File: src/rtl/gce_pkg.sv
package gce_pkg;

    localparam int Q_FRAC_BITS = 16;
    localparam int GINI_W      = 17;
    localparam int COUNT_OUT_W = 7;
    localparam int IN_W        = 24;
    localparam int FIFO_DEPTH  = 4;
    localparam logic [GINI_W-1:0] Q_ONE = 17'h10000;

    typedef enum logic [2:0] {
        B_IDLE,
        B_SWEEP,
        B_FLUSH,
        B_MUL,
        B_CHK,
        B_DIV,
        B_OUT
    } back_state_t;

endpackage

File: src/rtl/gce_front.sv
module gce_front
    import gce_pkg::*;
#(
    parameter int MAX_SAMPLES = 64,
    parameter int SAMPLE_BITS = 23,
    parameter int CW          = $clog2(MAX_SAMPLES + 1),
    parameter int EW          = SAMPLE_BITS + 3
)
(
    input  logic            clk,
    input  logic            rst_n,
    input  logic            accept,
    input  logic [IN_W-1:0] sample,
    input  logic            last,
    output logic            ent_push,
    output logic [EW-1:0]   ent_data
);
    localparam logic [63:0] SMAX = (64'(1) << SAMPLE_BITS) - 64'(1);

    logic [CW-1:0]          count_reg, count_next;
    logic                   ovf_reg, ovf_next;
    logic                   drop;
    logic [SAMPLE_BITS-1:0] value;

    // negatives count as zero, wide values saturate
    always_comb
    begin
        if (sample[IN_W-1])
            value = '0;
        else if (64'(sample) > SMAX)
            value = SAMPLE_BITS'(SMAX);
        else
            value = SAMPLE_BITS'(sample);
    end

    assign drop = (count_reg == CW'(MAX_SAMPLES));

    always_comb
    begin
        count_next = count_reg;
        ovf_next   = ovf_reg;
        if (accept)
        begin
            if (last)
            begin
                count_next = '0;
                ovf_next   = 1'b0;
            end
            else
            begin
                count_next = drop ? count_reg : count_reg + CW'(1);
                ovf_next   = ovf_reg | drop;
            end
        end
    end

    always_ff @(posedge clk or negedge rst_n)
    begin
        if (!rst_n)
        begin
            count_reg <= '0;
            ovf_reg   <= 1'b0;
        end
        else
        begin
            count_reg <= count_next;
            ovf_reg   <= ovf_next;
        end
    end

    // entry: value, last, drop, set overflow
    assign ent_push = accept;
    assign ent_data = {value, last, drop, ovf_reg | drop};

endmodule

File: config.mk
export PLATFORM = sky130hd
export DESIGN_NAME = gce_front
export DESIGN_NICKNAME = d
export VERILOG_FILES = /design/src/rtl/gce_pkg.sv /design/src/rtl/gce_front.sv
export SDC_FILE = /design/constraint.sdc
export NUM_CORES = 1
export LEC_CHECK = 0
export BUFFER_PORTS_ARGS = -buffer_cell sky130_fd_sc_hd__buf_4
export CORE_MARGIN = 5
export CORE_UTILIZATION = 40
export DETAILED_ROUTE_END_ITERATION = 6
export MAX_ROUTING_LAYER = met4
export PLACE_DENSITY = 0.86
export SLEW_MARGIN = 10
export SYNTH_ARGS = -nofsm -noshare
export SYNTH_HDL_FRONTEND = slang
export SYNTH_SLANG_ARGS = --single-unit
File: constraint.sdc
create_clock -name clk -period 2.7 [get_ports clk]
set_input_delay 0.405 -clock clk [delete_from_list [all_inputs] [get_ports clk]]
set_output_delay 0.405 -clock clk [all_outputs]
set_load 0.01 [all_outputs]
# Word-level counts from Yosys, hierarchy flattened
# Index checks and enable logic that the tools add are counted.
# classes
div_mod_pow	0
multipliers	0
eq_ne	2
n_reduce_logical	1
n_lt_le_gt_ge	1
n_shift	0
n_addsub	1
mux	5
bitwise	1
# op_table
cell	count
23-bit 2-to-1 mux	2
24-bit by 23-bit > comparator with 1-bit output (second input constant)	1
7-bit 2-to-1 mux	2
7-bit by 1-bit adder with 7-bit output (second input constant)	1
7-bit == test (second input constant)	1
2-bit != test (second input constant)	1
2-bit AND reduction	1
1-bit 2-to-1 mux	1
1-bit OR	1
# totals
latchBits	0
out_inout_bits	27
mem_bits_ro	0
input_bits	28
ramBits	0
memories	0
wordCells	13
reg_bits	8

# Depth between registers and ports, before layout
# depth
word_depth	3
depth_mapped	5
mapped_depth_nobuf	5

# Worst setup path after synthesis
# OpenSTA, ideal clock, no wires.
# synth_path
kind	reg-to-output
startpoint	register count_reg[0]
endpoint	output port ent_data[0]
required_ns	2.295
slack_ns	1.058
path_stages_with_launch	6
arrival_ns	1.237
path_buffers	0
path_cell_list	dfrtp_1 -> inv_1 -> ha_1 -> nand2_1 -> and2b_2 -> or2_2
# synth_via
elab_chain_len	2
# synth_lines
item	line	text
start, declared	gce_front.sv:20	logic [CW-1:0] count_reg, count_next;
start signal, assigned	gce_front.sv:66	count_reg <= count_next;
7-bit == test	gce_front.sv:36	assign drop = (count_reg == CW'(MAX_SAMPLES));
named net drop	gce_front.sv:22	logic drop;
1-bit OR	gce_front.sv:73	assign ent_data = {value, last, drop, ovf_reg | drop};
end, declared	gce_front.sv:16	output logic [EW-1:0] ent_data
# The timed path passes the listed nets, and every way through them passes these cells.

# Worst setup path in the final report
# layout_path
startpoint	register count_reg[0]
endpoint	output port ent_data[0]
# layout_via
elab_chain_len	2
# layout_lines
item	line
7-bit == test	gce_front.sv:36
1-bit OR	gce_front.sv:73
# No other way between the ends.

==> metrics <==
outcome=finished clean; top cell type's share of synthesized area=30.3%; 1st-iter DRT viols=12; max FFs per register=7; fraction of the yosys area taken by sequential cells=between 30% and 40%; critical path arrival=between 1.5 and 2 ns; Reg2Reg Setup Slack=~1.2 ns; # H-tree levels=1; RD Place Congestion=about 0.86; minimum clock period=2.15 ns; final hold violation count=0; Initial Util=42.9%; pwr/cell area=a little over 400 nW/um^2; DRT Pass-1 Iters=3; grt total ovfl=0; met3 Use GR=4.73%; Clock Skew=around 0.0081 ns; vias per cell=between 4 and 5; num rows=14; fin util=70.3%; top_reg_cell synth=dfrtp_1; residual DRC count=0; Setup Viol. Count Final=0; die footprint=roughly 2600 sq um; Port Buf Inserts=between 50 and 60; clock sink total=8; Max-Cap Viols=0; Startpoint Class=flip-flop; Core Area=about 1500 sq um; Setup crit end kind=output port; Setup CP Type=reg -> out; antenna violations before repair=0; leakage=about 0.56 nW; ys async rst share=100%; Mapped Area=661 sq um; clk_lat worst skew=between 0.2 and 0.3 ns; largest net degree at the start of global routing=24; RSZ-0062 raised after global routing=no; CTS buffer count=3; drt total wl=approximately 2.3 mm; number of flops mapped to enable cells by yosys=0; CP required=2.30 ns; Syn. warnings=0; gr busiest metal=met2; Final Net Count=approximately 160; final worst path period share=between 70% and 80%; P&R area growth vs syn=64.0%; PostCTS Resize Cnt=0; syn_area_per_cell=about 8.4 sq um; Max-slew headroom=74.6%; Syn Nets=109; I/O pins=55; Yosys top cell by area=dfrtp_1; post-DP HPWL=approximately 1.9 mm; drt wl/cell=roughly 16 um; FF+latch area=roughly 200 sq um; Seq cells post-synth=8; root buf cell=clkbuf_4; routed via count=710; Worst Max-Slew Pin Slew=~0.38 ns; Multi-input gate area=about 410 sq um; Hold Path Class=in -> reg; setup total negative slack=0 ns; Max Freq=around 470 MHz; Peak VDD IR=between 0.4 and 0.5 mV; grt met1 use=~18%; cells after synthesis=slightly below 80; top area cells in the synthesized netlist=dfrtp_1 30%, nor2b_1 23%, ha_1 3.8%, nand3_1 3.8%, buf_4 3.4%; most frequent cell after synthesis=nor2b_1; die width=50.6 um; first-pass GRT wire length=about 3.4 mm; vias in the first global route=718; Clock Pin Slew Worst Setup and Hold Paths=~0.050 ns; gr usage total=between 10% and 20%; count of cell types in the netlist=26; leading post-synthesis cells by instance count=24 x nor2b_1, 8 x dfrtp_1, 5 x nand2_1, 5 x nand3_1, 4 x inv_1; Antenna Cells=0; layout cells sized above 1=a little under half; maximum root-to-sink buffer count=2; CTS tree=yes; met2 Use GR=approximately a third; CP max FO=5; Die Span Y=~50 um; Post-DRT Antenna Nets=0; fillcell total=~130; Final Slew Violations=0
-- through the flow --
step | total power [mW] | instances | worst slack, ns | hold WS, ns | area, sq um
global placement | 0.347 | 143 | 0.914 | 0.225 | 1050
finish | 0.448 | 147 | 0.553 | 0.370 | 1080
detailed placement | 0.357 | 143 | 0.850 | 0.226 | 1050
floorplan | 0.267 | 79 | 1.06 | 0.109 | 661
CTS | 0.451 | 147 | 0.560 | 0.366 | 1080
global route | 0.486 | 147 | 0.471 | 0.370 | 1080
-- critical path: stages (launching register included) --
cell and delay, ns:
dfrtp_1 0.41, inv_1 0.08, ha_1 0.23, nand2_1 0.08, and2b_2 0.25, or2_2 0.28, buf_4 0.15
-- metal layers --
layer / vias up / routed length, um
li1: 373 / -
met1: 318 / 801
met2: 13 / 1380
met3: 6 / 55
met4: 0 / 52
met5: - / 0
-- power breakdown --
part | total [mW] | switching, mW | internal, mW
clock network | 0.0904 | 0.0396 | 0.0508
logic | 0.185 | 0.0829 | 0.102
registers | 0.172 | 0.0306 | 0.142
total | 0.448 | 0.153 | 0.294
-- final timing paths --
path                                     startpoint                  endpoint  cells after the start
setup reg to reg           count_reg[0]$_DFFE_PN0P_  count_reg[0]$_DFFE_PN0P_                      5
hold / removal                                 last  count_reg[4]$_DFFE_PN0P_                      2
min in group asynchronous                     rst_n  count_reg[3]$_DFFE_PN0P_                      2
setup / recovery           count_reg[0]$_DFFE_PN0P_               ent_data[0]                      6
max in group asynchronous                     rst_n  count_reg[1]$_DFFE_PN0P_                      2
hold reg to reg            count_reg[5]$_DFFE_PN0P_  count_reg[5]$_DFFE_PN0P_                      2
-- cells in the final DEF (no fill, tap or decap) --
master and n:
o21ai_0 2, nor2b_1 24, a311oi_1 1, nand4b_1 1, nand3_1 5, nand3_2 1
a21oi_1 1, ha_1 2, dlygate4sd3_1 1, nor2_1 3, mux2i_1 2, nor4_2 1
dfrtp_1 8, and2b_2 2, nand2b_1 1, clkbuf_4 3, o221ai_1 1, inv_1 4
buf_4 54, or2_2 1, nand2_1 5, a41oi_1 1, o211ai_1 2, or4_1 2
o2bb2ai_1 2, a311o_1 1
-- what timing repair did --
item	in CTS	in global routing
buffers inserted	0	0
hold buffers	1	0
endpoints found under the hold margin	8	0
-- area by class of cell --
cell class | count | share of cell area (%)
Timing Repair Buffer | 55 | 38.3
Tap cell | 16 | 1.85
Inverter | 4 | 1.39
Multi-Input combinational cell | 61 | 37.9
Sequential cell | 8 | 18.5
Clock buffer | 3 | 2.08
-- kinds of logic (layout without fill, tap and decap cells) --
logic type / Yosys count / in the layout / share of synthesized area, %
flops: 8 / 8 / 30.3
simple gates: 46 / 46 / 42.6
compound gates: 11 / 11 / 12.7
buf+inv: 10 / 62 / 7.57
fa+ha+maj: 2 / 2 / 3.79
mux: 2 / 2 / 3.03
Power figures use the tool's default switching activity.
