<file path="config.mk">
export PLATFORM = sky130hd
export DESIGN_NAME = gce_fifo
export DESIGN_NICKNAME = d
export VERILOG_FILES = /design/src/rtl/gce_pkg.sv /design/src/rtl/gce_fifo.sv
export SDC_FILE = /design/constraint.sdc
export NUM_CORES = 1
export LEC_CHECK = 0
export BUFFER_PORTS_ARGS = -buffer_cell sky130_fd_sc_hd__buf_2
export CAP_MARGIN = 15
export CORE_MARGIN = 3
export CORE_UTILIZATION = 51
export CTS_BUF_LIST = sky130_fd_sc_hd__clkbuf_4 sky130_fd_sc_hd__clkbuf_8 sky130_fd_sc_hd__clkbuf_16
export CTS_CLUSTER_DIAMETER = 200
export DETAILED_ROUTE_END_ITERATION = 7
export PLACE_DENSITY = 0.83
export RECOVER_POWER = 50
export SETUP_SLACK_MARGIN = 0.05
export SLEW_MARGIN = 20
export SYNTH_ARGS = -nofsm -noshare
export SYNTH_HDL_FRONTEND = slang
export SYNTH_SLANG_ARGS = --single-unit
</file>
<file path="constraint.sdc">
create_clock -name clk -period 1.54 [get_ports clk]
set_clock_uncertainty 0.05 [all_clocks]
set_input_delay 0.308 -clock clk [delete_from_list [all_inputs] [get_ports clk]]
set_output_delay 0.308 -clock clk [all_outputs]
set_load 0.005 [all_outputs]
</file>
<file path="src/rtl/gce_pkg.sv">
package gce_pkg;

    localparam int Q_FRAC_BITS = 16;
    localparam int GINI_W      = 17;
    localparam int COUNT_OUT_W = 7;
    localparam int IN_W        = 24;
    localparam int FIFO_DEPTH  = 4;
    localparam logic [GINI_W-1:0] Q_ONE = 17'h10000;

    typedef enum logic [2:0] {
        B_IDLE,
        B_SWEEP,
        B_FLUSH,
        B_MUL,
        B_CHK,
        B_DIV,
        B_OUT
    } back_state_t;

endpackage

</file>
<file path="src/rtl/gce_fifo.sv">
module gce_fifo
    import gce_pkg::*;
#(
    parameter int W = 26
)
(
    input  logic         clk,
    input  logic         rst_n,
    input  logic         wr_en,
    input  logic [W-1:0] wr_data,
    input  logic         rd_en,
    output logic [W-1:0] rd_data,
    output logic         full,
    output logic         empty
);
    localparam int PW = $clog2(FIFO_DEPTH);

    logic [W-1:0]  mem [FIFO_DEPTH];
    logic [PW-1:0] wr_ptr_reg, rd_ptr_reg;
    logic [PW:0]   fill_reg;

    assign full    = (fill_reg == (PW+1)'(FIFO_DEPTH));
    assign empty   = (fill_reg == '0);
    assign rd_data = mem[rd_ptr_reg];

    always_ff @(posedge clk)
    begin
        if (wr_en)
            mem[wr_ptr_reg] <= wr_data;
    end

    always_ff @(posedge clk or negedge rst_n)
    begin
        if (!rst_n)
        begin
            wr_ptr_reg <= '0;
            rd_ptr_reg <= '0;
            fill_reg   <= '0;
        end
        else
        begin
            if (wr_en)
                wr_ptr_reg <= wr_ptr_reg + PW'(1);
            if (rd_en)
                rd_ptr_reg <= rd_ptr_reg + PW'(1);
            fill_reg <= fill_reg + (PW+1)'(wr_en) - (PW+1)'(rd_en);
        end
    end

endmodule

</file>
# Word-level counts from Yosys, hierarchy flattened
# Memories as Yosys holds them, arrays and structs flattened.
# Cells that the tools add are included.
# word_totals
input_bits	30
word_cells	12
n_memories	1
reg_bits	7
mem_bits_rw	104
# mem_list
name	depth	word_bits	rd	rd_clocked_by_memory_dff	wr	line	text
mem	4	26	1	0	1	gce_fifo.sv:18	logic [W-1:0] mem [FIFO_DEPTH];
# op_classes
n_reduce_logical	1
n_mux	2
n_eq_ne	1
add_sub_neg	4
# ops
operator	count
2-bit by 1-bit adder with 2-bit output (second input constant)	2
3-bit by 1-bit adder with 3-bit output	1
3-bit equality test (second input constant)	1
3-bit zero test	1
3-bit by 1-bit subtractor with 3-bit output	1
1-bit 2-to-1 mux	2

# Depth between registers and ports, before layout
# Gate-level depths: netlist of run 1.
# logic_depth
ltp_word	2
ltp_mapped	7
mapped_depth_nobuf	7

# Worst setup path before layout of run 1
# OpenSTA, ideal clock, no wires.
# synth_path
path_kind	reg2reg
start	register wr_ptr_reg[0]
end	memory mem[0][0] (enable)
path_buffers	0
period_less_slack_ns	1.711
stages_incl_launch_ff	4
setup_slack_ns	-0.171
arrival_time_ns	1.276
setup_ns	0.385
cell_sequence	dfrtp_1 inv_1 ha_1 and2_1
# synth_lines
item	line	text
start, declared	gce_fifo.sv:19	logic [PW-1:0] wr_ptr_reg, rd_ptr_reg;
start signal, assigned	gce_fifo.sv:43	wr_ptr_reg <= wr_ptr_reg + PW'(1);
end, declared	gce_fifo.sv:18	
# Straight into the memory's write port.

# Final worst setup path of run 1
# layout_path
start	register rd_ptr_reg[0]
end	output port rd_data[16]
# layout_via
elab_chain_len	1
# layout_rtl
item	line	text
start, declared	gce_fifo.sv:19	
start signal, assigned	gce_fifo.sv:45	rd_ptr_reg <= rd_ptr_reg + PW'(1);
memory 4 x 26 bit	--	
end, declared	gce_fifo.sv:12	output logic [W-1:0] rd_data,
# Every way passes these cells.

==> flow_metrics.tcl, run 1 <==
set metrics [dict create \
    avgViaCountPerCell 5.31 \
    grt_max_degree 27 \
    cts_htree_levels 3 \
    cts_root_buffer "clkbuf_8" \
    hp-class "in -> reg" \
    cts_tree "built" \
    synthTopCellsByArea "edfxtp_1, mux4_2, mux4_1" \
    pre_cts_ws_ps -181 \
    yosysSeqAreaShare_pct 78.7 \
    finalPower_mw 8.86 \
    drtPass1Iterations 4 \
    antenna_left 0 \
    arrival_ps 1650 \
    place_hpwl_um 4210 \
    synth_seq_cells 111 \
    die-area_um2 9340 \
    cts_max_path_buffers 2 \
    critPathKind "reg -> out" \
    slew_headroom_pct 73.4 \
    layout-drive-gt1-share_pct 40.9 \
    final_cell_count_no_fill 356 \
    final_common_cell "edfxtp_1" \
    cts_made_buffers 9 \
    io_pins 58 \
    setup_viol 28 \
    p_seq_share_pct 47.0 \
    max_cap_violations 0 \
    gr-total-overflow 0 \
    start_util_pct 53.4 \
    final_util_pct 63.4 \
    synth_top_cell_by_area "edfxtp_1" \
    synthesis.area_um2 4190 \
    clock.fmax_mhz 498 \
    pwr-share-comb_pct 33.9 \
    rsz0062_at_grt "yes" \
    core_um2 7850 \
    hold_viol_final 0 \
    slew_viol_final 0 \
    num-fill-cells 573 \
    pwr-share-clk_pct 19.1 \
    vias 1890 \
    die_x_um 96.6 \
    timing.final.crit_share_pct 130 \
    clock-sinks 111 \
    postSynthAreaPerCell_um2 24.6 \
    fin_nets 286 \
    cp.required_ps 1180 \
    clock_latency_ps 350 \
    peakVddDrop_uv 972 \
    largest_reg_flops 104 \
    drtIter0Drc 80 \
    failed_checks "negative setup slack" \
    endpoint_kind "primary output" \
    rows 32 \
    swShare_pct 27.6 \
    synth.top_cell.area_share_pct 74.5 \
    gp_congestion 0.610 \
    wl_per_cell_um 18.9 \
    grt_pass1_vias 2113 \
    p_leak_nw 1.69 \
    diodes 0 \
    placed_cells 335 \
    status "finished with violations" \
    layout_common_cells "edfxtp_1, buf_2, clkbuf_1" \
    drc 0 \
    yosysWarnings 0 \
    fin_ws_ps -467 \
    path_max_fanout 14 \
    syn-instance-count 170 \
    syn_to_final_growth_pct 18.8 \
    grt_pass1_wl_um 10900 \
    fin_crit_ps 2010 \
    antenna_found_initial 1 \
    syn-num-nets 207 \
    die_h_um 96.6 \
    io_buffers 57 \
    cp-start-kind "flop" \
    worst_pin_slew_ps 400 \
    switchingPower_mw 2.45 \
    drt_wl_total_um 6730 \
    clkSlewWorstSetupHoldPaths_ps 90 \
    p_int_mw 6.41 \
    synth_cell_types 17 \
    gr-usage-all-layers_pct 15.0 \
    p_per_area_nw_per_um2 1780 \
]
-- critical path: stages (launching register included) --
cell	delay, ps
dfrtp_2	430
buf_12	190
mux4_2	540
buf_6	130
-- metal layers --
layer  part of all wire, %  GRT usage, %
met3                   4.7          4.04
met2                    53          26.1
met1                    41          18.5
met5                  0.13             0
met4                  0.82          4.86
-- cell usage after synthesis --
cell and n:
and2_1 4, and3_1 1, buf_12 2, buf_2 3, buf_6 1, dfrtp_1 7
edfxtp_1 104, fa_1 1, ha_1 6, inv_1 6, mux4_1 8, mux4_2 18
nand2_1 2, nor3_1 1, o21ai_0 1, xnor2_1 3, xor2_1 2
-- area by class of cell --
type	count	area (µm²)	area share (%)
clock buffers	10	131	2.64
clock inverters	6	71.3	1.43
inverters	6	22.5	0.453
multi-input cells	47	826	16.6
flip-flops and latches	111	3300	66.3
well taps	102	128	2.56
repair buffers	74	497	9.98
-- stage by stage --
stage                     hold slack [ps]  area [µm²]  TNS (ps)
after floorplan                     -37.6        4200     -42.4
after global placement               99.4        4710     -2440
after detailed placement             97.4        4710     -3030
after CTS                            87.1        4910    -11980
after global routing                  146        4980    -13330
final                                 149        4980    -11250
-- power by group through the flow --
stage                     clock network, mW  registers [mW]  logic [mW]
final                                  1.70            4.16        3.00
after global routing                   1.86            4.22        3.28
after CTS                              1.74            4.16        2.86
after detailed placement                  0            4.22        2.77
after global placement                    0            4.17        2.71
after floorplan                           0            4.13        1.73
-- cell families (layout without fill, tap and decap cells) --
logic type / count (synthesis) / after routing / share of synthesized area, %
fa+ha+maj: 7 / 7 / 2.27
simple gates: 8 / 8 / 1.05
xor+xnor: 5 / 5 / 1.05
mux: 26 / 26 / 14.7
flops: 111 / 111 / 78.7
compound gates: 1 / 1 / 0.119
buf+inv: 12 / 96 / 2.12
-- repair_timing --
item / in CTS / in global routing
cloned: 0 / 1
resized for setup: 13 / 12
endpoints found under the setup margin: 78 / 39
hold endpoints to repair: 7 / 0
pin swaps: 0 / 1
hold buffers: 1 / 0
buffers inserted: 0 / 3
-- final timing paths --
check                      cells past startpoint           from            end  slack, ps
min in group asynchronous                      2          rst_n    fill_reg[0]        320
setup / recovery                               3  rd_ptr_reg[0]    rd_data[16]       -470
setup reg to reg                               7    fill_reg[0]    fill_reg[2]       -150
hold / removal                                 1    wr_data[17]     mem[0][17]        150
hold reg to reg                                2  wr_ptr_reg[0]  wr_ptr_reg[0]        530
max in group asynchronous                      2          rst_n  rd_ptr_reg[0]        830
Note: power is estimated with default switching activity, not from simulation.
==> run 2, diff against run 1 <==
--- a/config.mk
+++ b/config.mk
@@ -8,11 +8,11 @@
 export BUFFER_PORTS_ARGS = -buffer_cell sky130_fd_sc_hd__buf_2
 export CAP_MARGIN = 15
 export CORE_MARGIN = 3
-export CORE_UTILIZATION = 51
+export CORE_UTILIZATION = 45
 export CTS_BUF_LIST = sky130_fd_sc_hd__clkbuf_4 sky130_fd_sc_hd__clkbuf_8 sky130_fd_sc_hd__clkbuf_16
 export CTS_CLUSTER_DIAMETER = 200
 export DETAILED_ROUTE_END_ITERATION = 7
-export PLACE_DENSITY = 0.83
+export PLACE_DENSITY = 0.75
 export RECOVER_POWER = 50
 export SETUP_SLACK_MARGIN = 0.05
 export SLEW_MARGIN = 20
==> run 2 against run 1 <==
The flow still finishes with violations (negative setup slack). Largest power group unchanged. Maximum frequency decreased by 0.40%. Setup slack lost 8.0 ps. Cell area grew 1.3%. Sequential power barely moved. Combinational power is 3% higher. Non-clock buffer count grew 5. First-iteration DRC count decreased by 33%.
==> flow_metrics.tcl, run 2 (synthesis results as in run 1) <==
set metrics [dict create \
    status "finished with violations" \
    failed_checks "negative setup slack" \
    peakVddDrop_uv 869 \
    startpoint "rd_ptr_reg[0]" \
    clock.fmax_mhz 496 \
    r2r_end "fill_reg[2]" \
    place_hpwl_um 4380 \
    gp_congestion 0.646 \
    cp.required_ps 1180 \
    diodes 0 \
    p_leak_nw 1.75 \
    gr-total-overflow 0 \
    io_pins 58 \
    hold_viol_final 0 \
    cp-start-kind "flop" \
    avgViaCountPerCell 5.22 \
    reg2reg_slack_ps -190 \
    max_stage_delay_ps 560 \
    core_um2 8890 \
    layout_common_cells "edfxtp_1, buf_2, clkbuf_1" \
    io_buffers 57 \
    cts_made_buffers 9 \
    path_max_fanout 6 \
    drt_wl_total_um 6970 \
    arrival_ps 1660 \
    slew_headroom_pct 71.8 \
    clock-sinks 111 \
    cts_tree "built" \
    regArea_um2 3300 \
    gr-usage-all-layers_pct 14.0 \
    grt_pass1_wl_um 10500 \
    drtPass1Iterations 4 \
    endpoint "rd_data[4]" \
    layout-drive-gt1-share_pct 39.0 \
    slew_viol_final 0 \
    endpoint_kind "primary output" \
    antenna_found_initial 0 \
    fin_crit_ps 2020 \
    finalPower_mw 8.93 \
    die_x_um 102 \
    clkSlewWorstSetupHoldPaths_ps 90 \
    grt_max_degree 27 \
    whs_ps 146 \
    fin_nets 291 \
    drc 0 \
    crit_chain "buf_4 -> mux4_1 -> buf_2" \
    largest_reg_flops 104 \
    hp-class "in -> reg" \
    clock_latency_ps 360 \
    pre_cts_ws_ps -192 \
    num-fill-cells 675 \
    cts_htree_levels 3 \
    final_common_cell "edfxtp_1" \
    syn_to_final_growth_pct 20.2 \
    grt_pass1_vias 1989 \
    antenna_left 0 \
    rows 34 \
    fin_ws_ps -475 \
    placed_cells 345 \
    worst_pin_slew_ps 422 \
    vias 1914 \
    die_h_um 102 \
    rr_worst_depth 7 \
    multi_input_area_um2 843 \
    critPathKind "reg -> out" \
    timing.final.crit_share_pct 131 \
    cts_max_path_buffers 2 \
    rr_startpoint "fill_reg[0]" \
    max_cap_violations 0 \
    slowest_stage "mux4_1" \
    wl_per_cell_um 19.0 \
    final_cell_count_no_fill 367 \
    start_util_pct 47.1 \
    setup_viol 28 \
    drtIter0Drc 54 \
    p_per_area_nw_per_um2 1770 \
    rsz0062_at_grt "yes" \
    cts_root_buffer "clkbuf_8" \
    die-area_um2 10500 \
]
run 2: cell count changes in the layout (fill, tap and decap cells not counted), sizes merged:
cell,change
buf,+5
clkinvlp,-1
inv,+2
clkbuf,-1
run 2: worst min-delay path by stage:
stage	startpoint	end	slack (ps)	cells past startpoint
2_1_floorplan	rst_n	fill_reg[0]	-40	0
3_3_place_gp	rst_n	fill_reg[0]	100	1
3_5_place_dp	rst_n	fill_reg[0]	110	1
4_1_cts	wr_data[16]	mem[3][16]	80	1
5_1_grt	wr_data[23]	mem[0][23]	140	1
6_report	wr_data[1]	mem[0][1]	150	1
run 2: power breakdown:
group	internal, mW	switching, mW
combinational	1.72	1.37
clock	0.755	0.950
sequential	3.96	0.173
run 2: critical path, delay by kind of cell, from the launching register on:
kind,cells,cell delay [ps]
multiplexers,1,560
flip-flops,1,410
buffers and inverters,2,330
run 2: timing repair:
item,CTS,global route
hold buffers,1,0
gates cloned,0,1
pin swaps,0,2
endpoints found under the setup margin,56,88
resized for setup,7,10
endpoints found under the hold margin,7,0
buffers inserted,3,1
run 2: layout make-up:
cell class | instances | area share (%)
inverters | 6 | 0.447
flip-flops and latches | 111 | 65.5
multi-input cells | 47 | 16.7
clock buffers | 9 | 2.46
repair buffers | 79 | 10.8
clock inverters | 7 | 1.39
well taps | 108 | 2.68
run 2: routing by layer:
| metal | GRT usage (%) | share of wire [%] | vias to the layer above | wire length, µm |
|---|---|---|---|---|
| li1 | - | - | 872 | - |
| met5 | 0 | 0 | - | 0 |
| met3 | 4.06 | 5.6 | 11 | 390 |
| met1 | 18.9 | 46 | 981 | 3180 |
| met4 | 6.66 | 2.0 | 0 | 138 |
| met2 | 21.2 | 47 | 50 | 3260 |
run 2: per-stage QoR:
step / TNS [ps] / utilization (%) / area, µm²
4_1_cts: -12780 / 56.1 / 4990
2_1_floorplan: -42.4 / - / 4200
5_1_grt: -13830 / 56.7 / 5040
3_5_place_dp: -2900 / 53.5 / 4760
6_report: -11890 / 56.7 / 5040
3_3_place_gp: -2630 / 53.5 / 4760
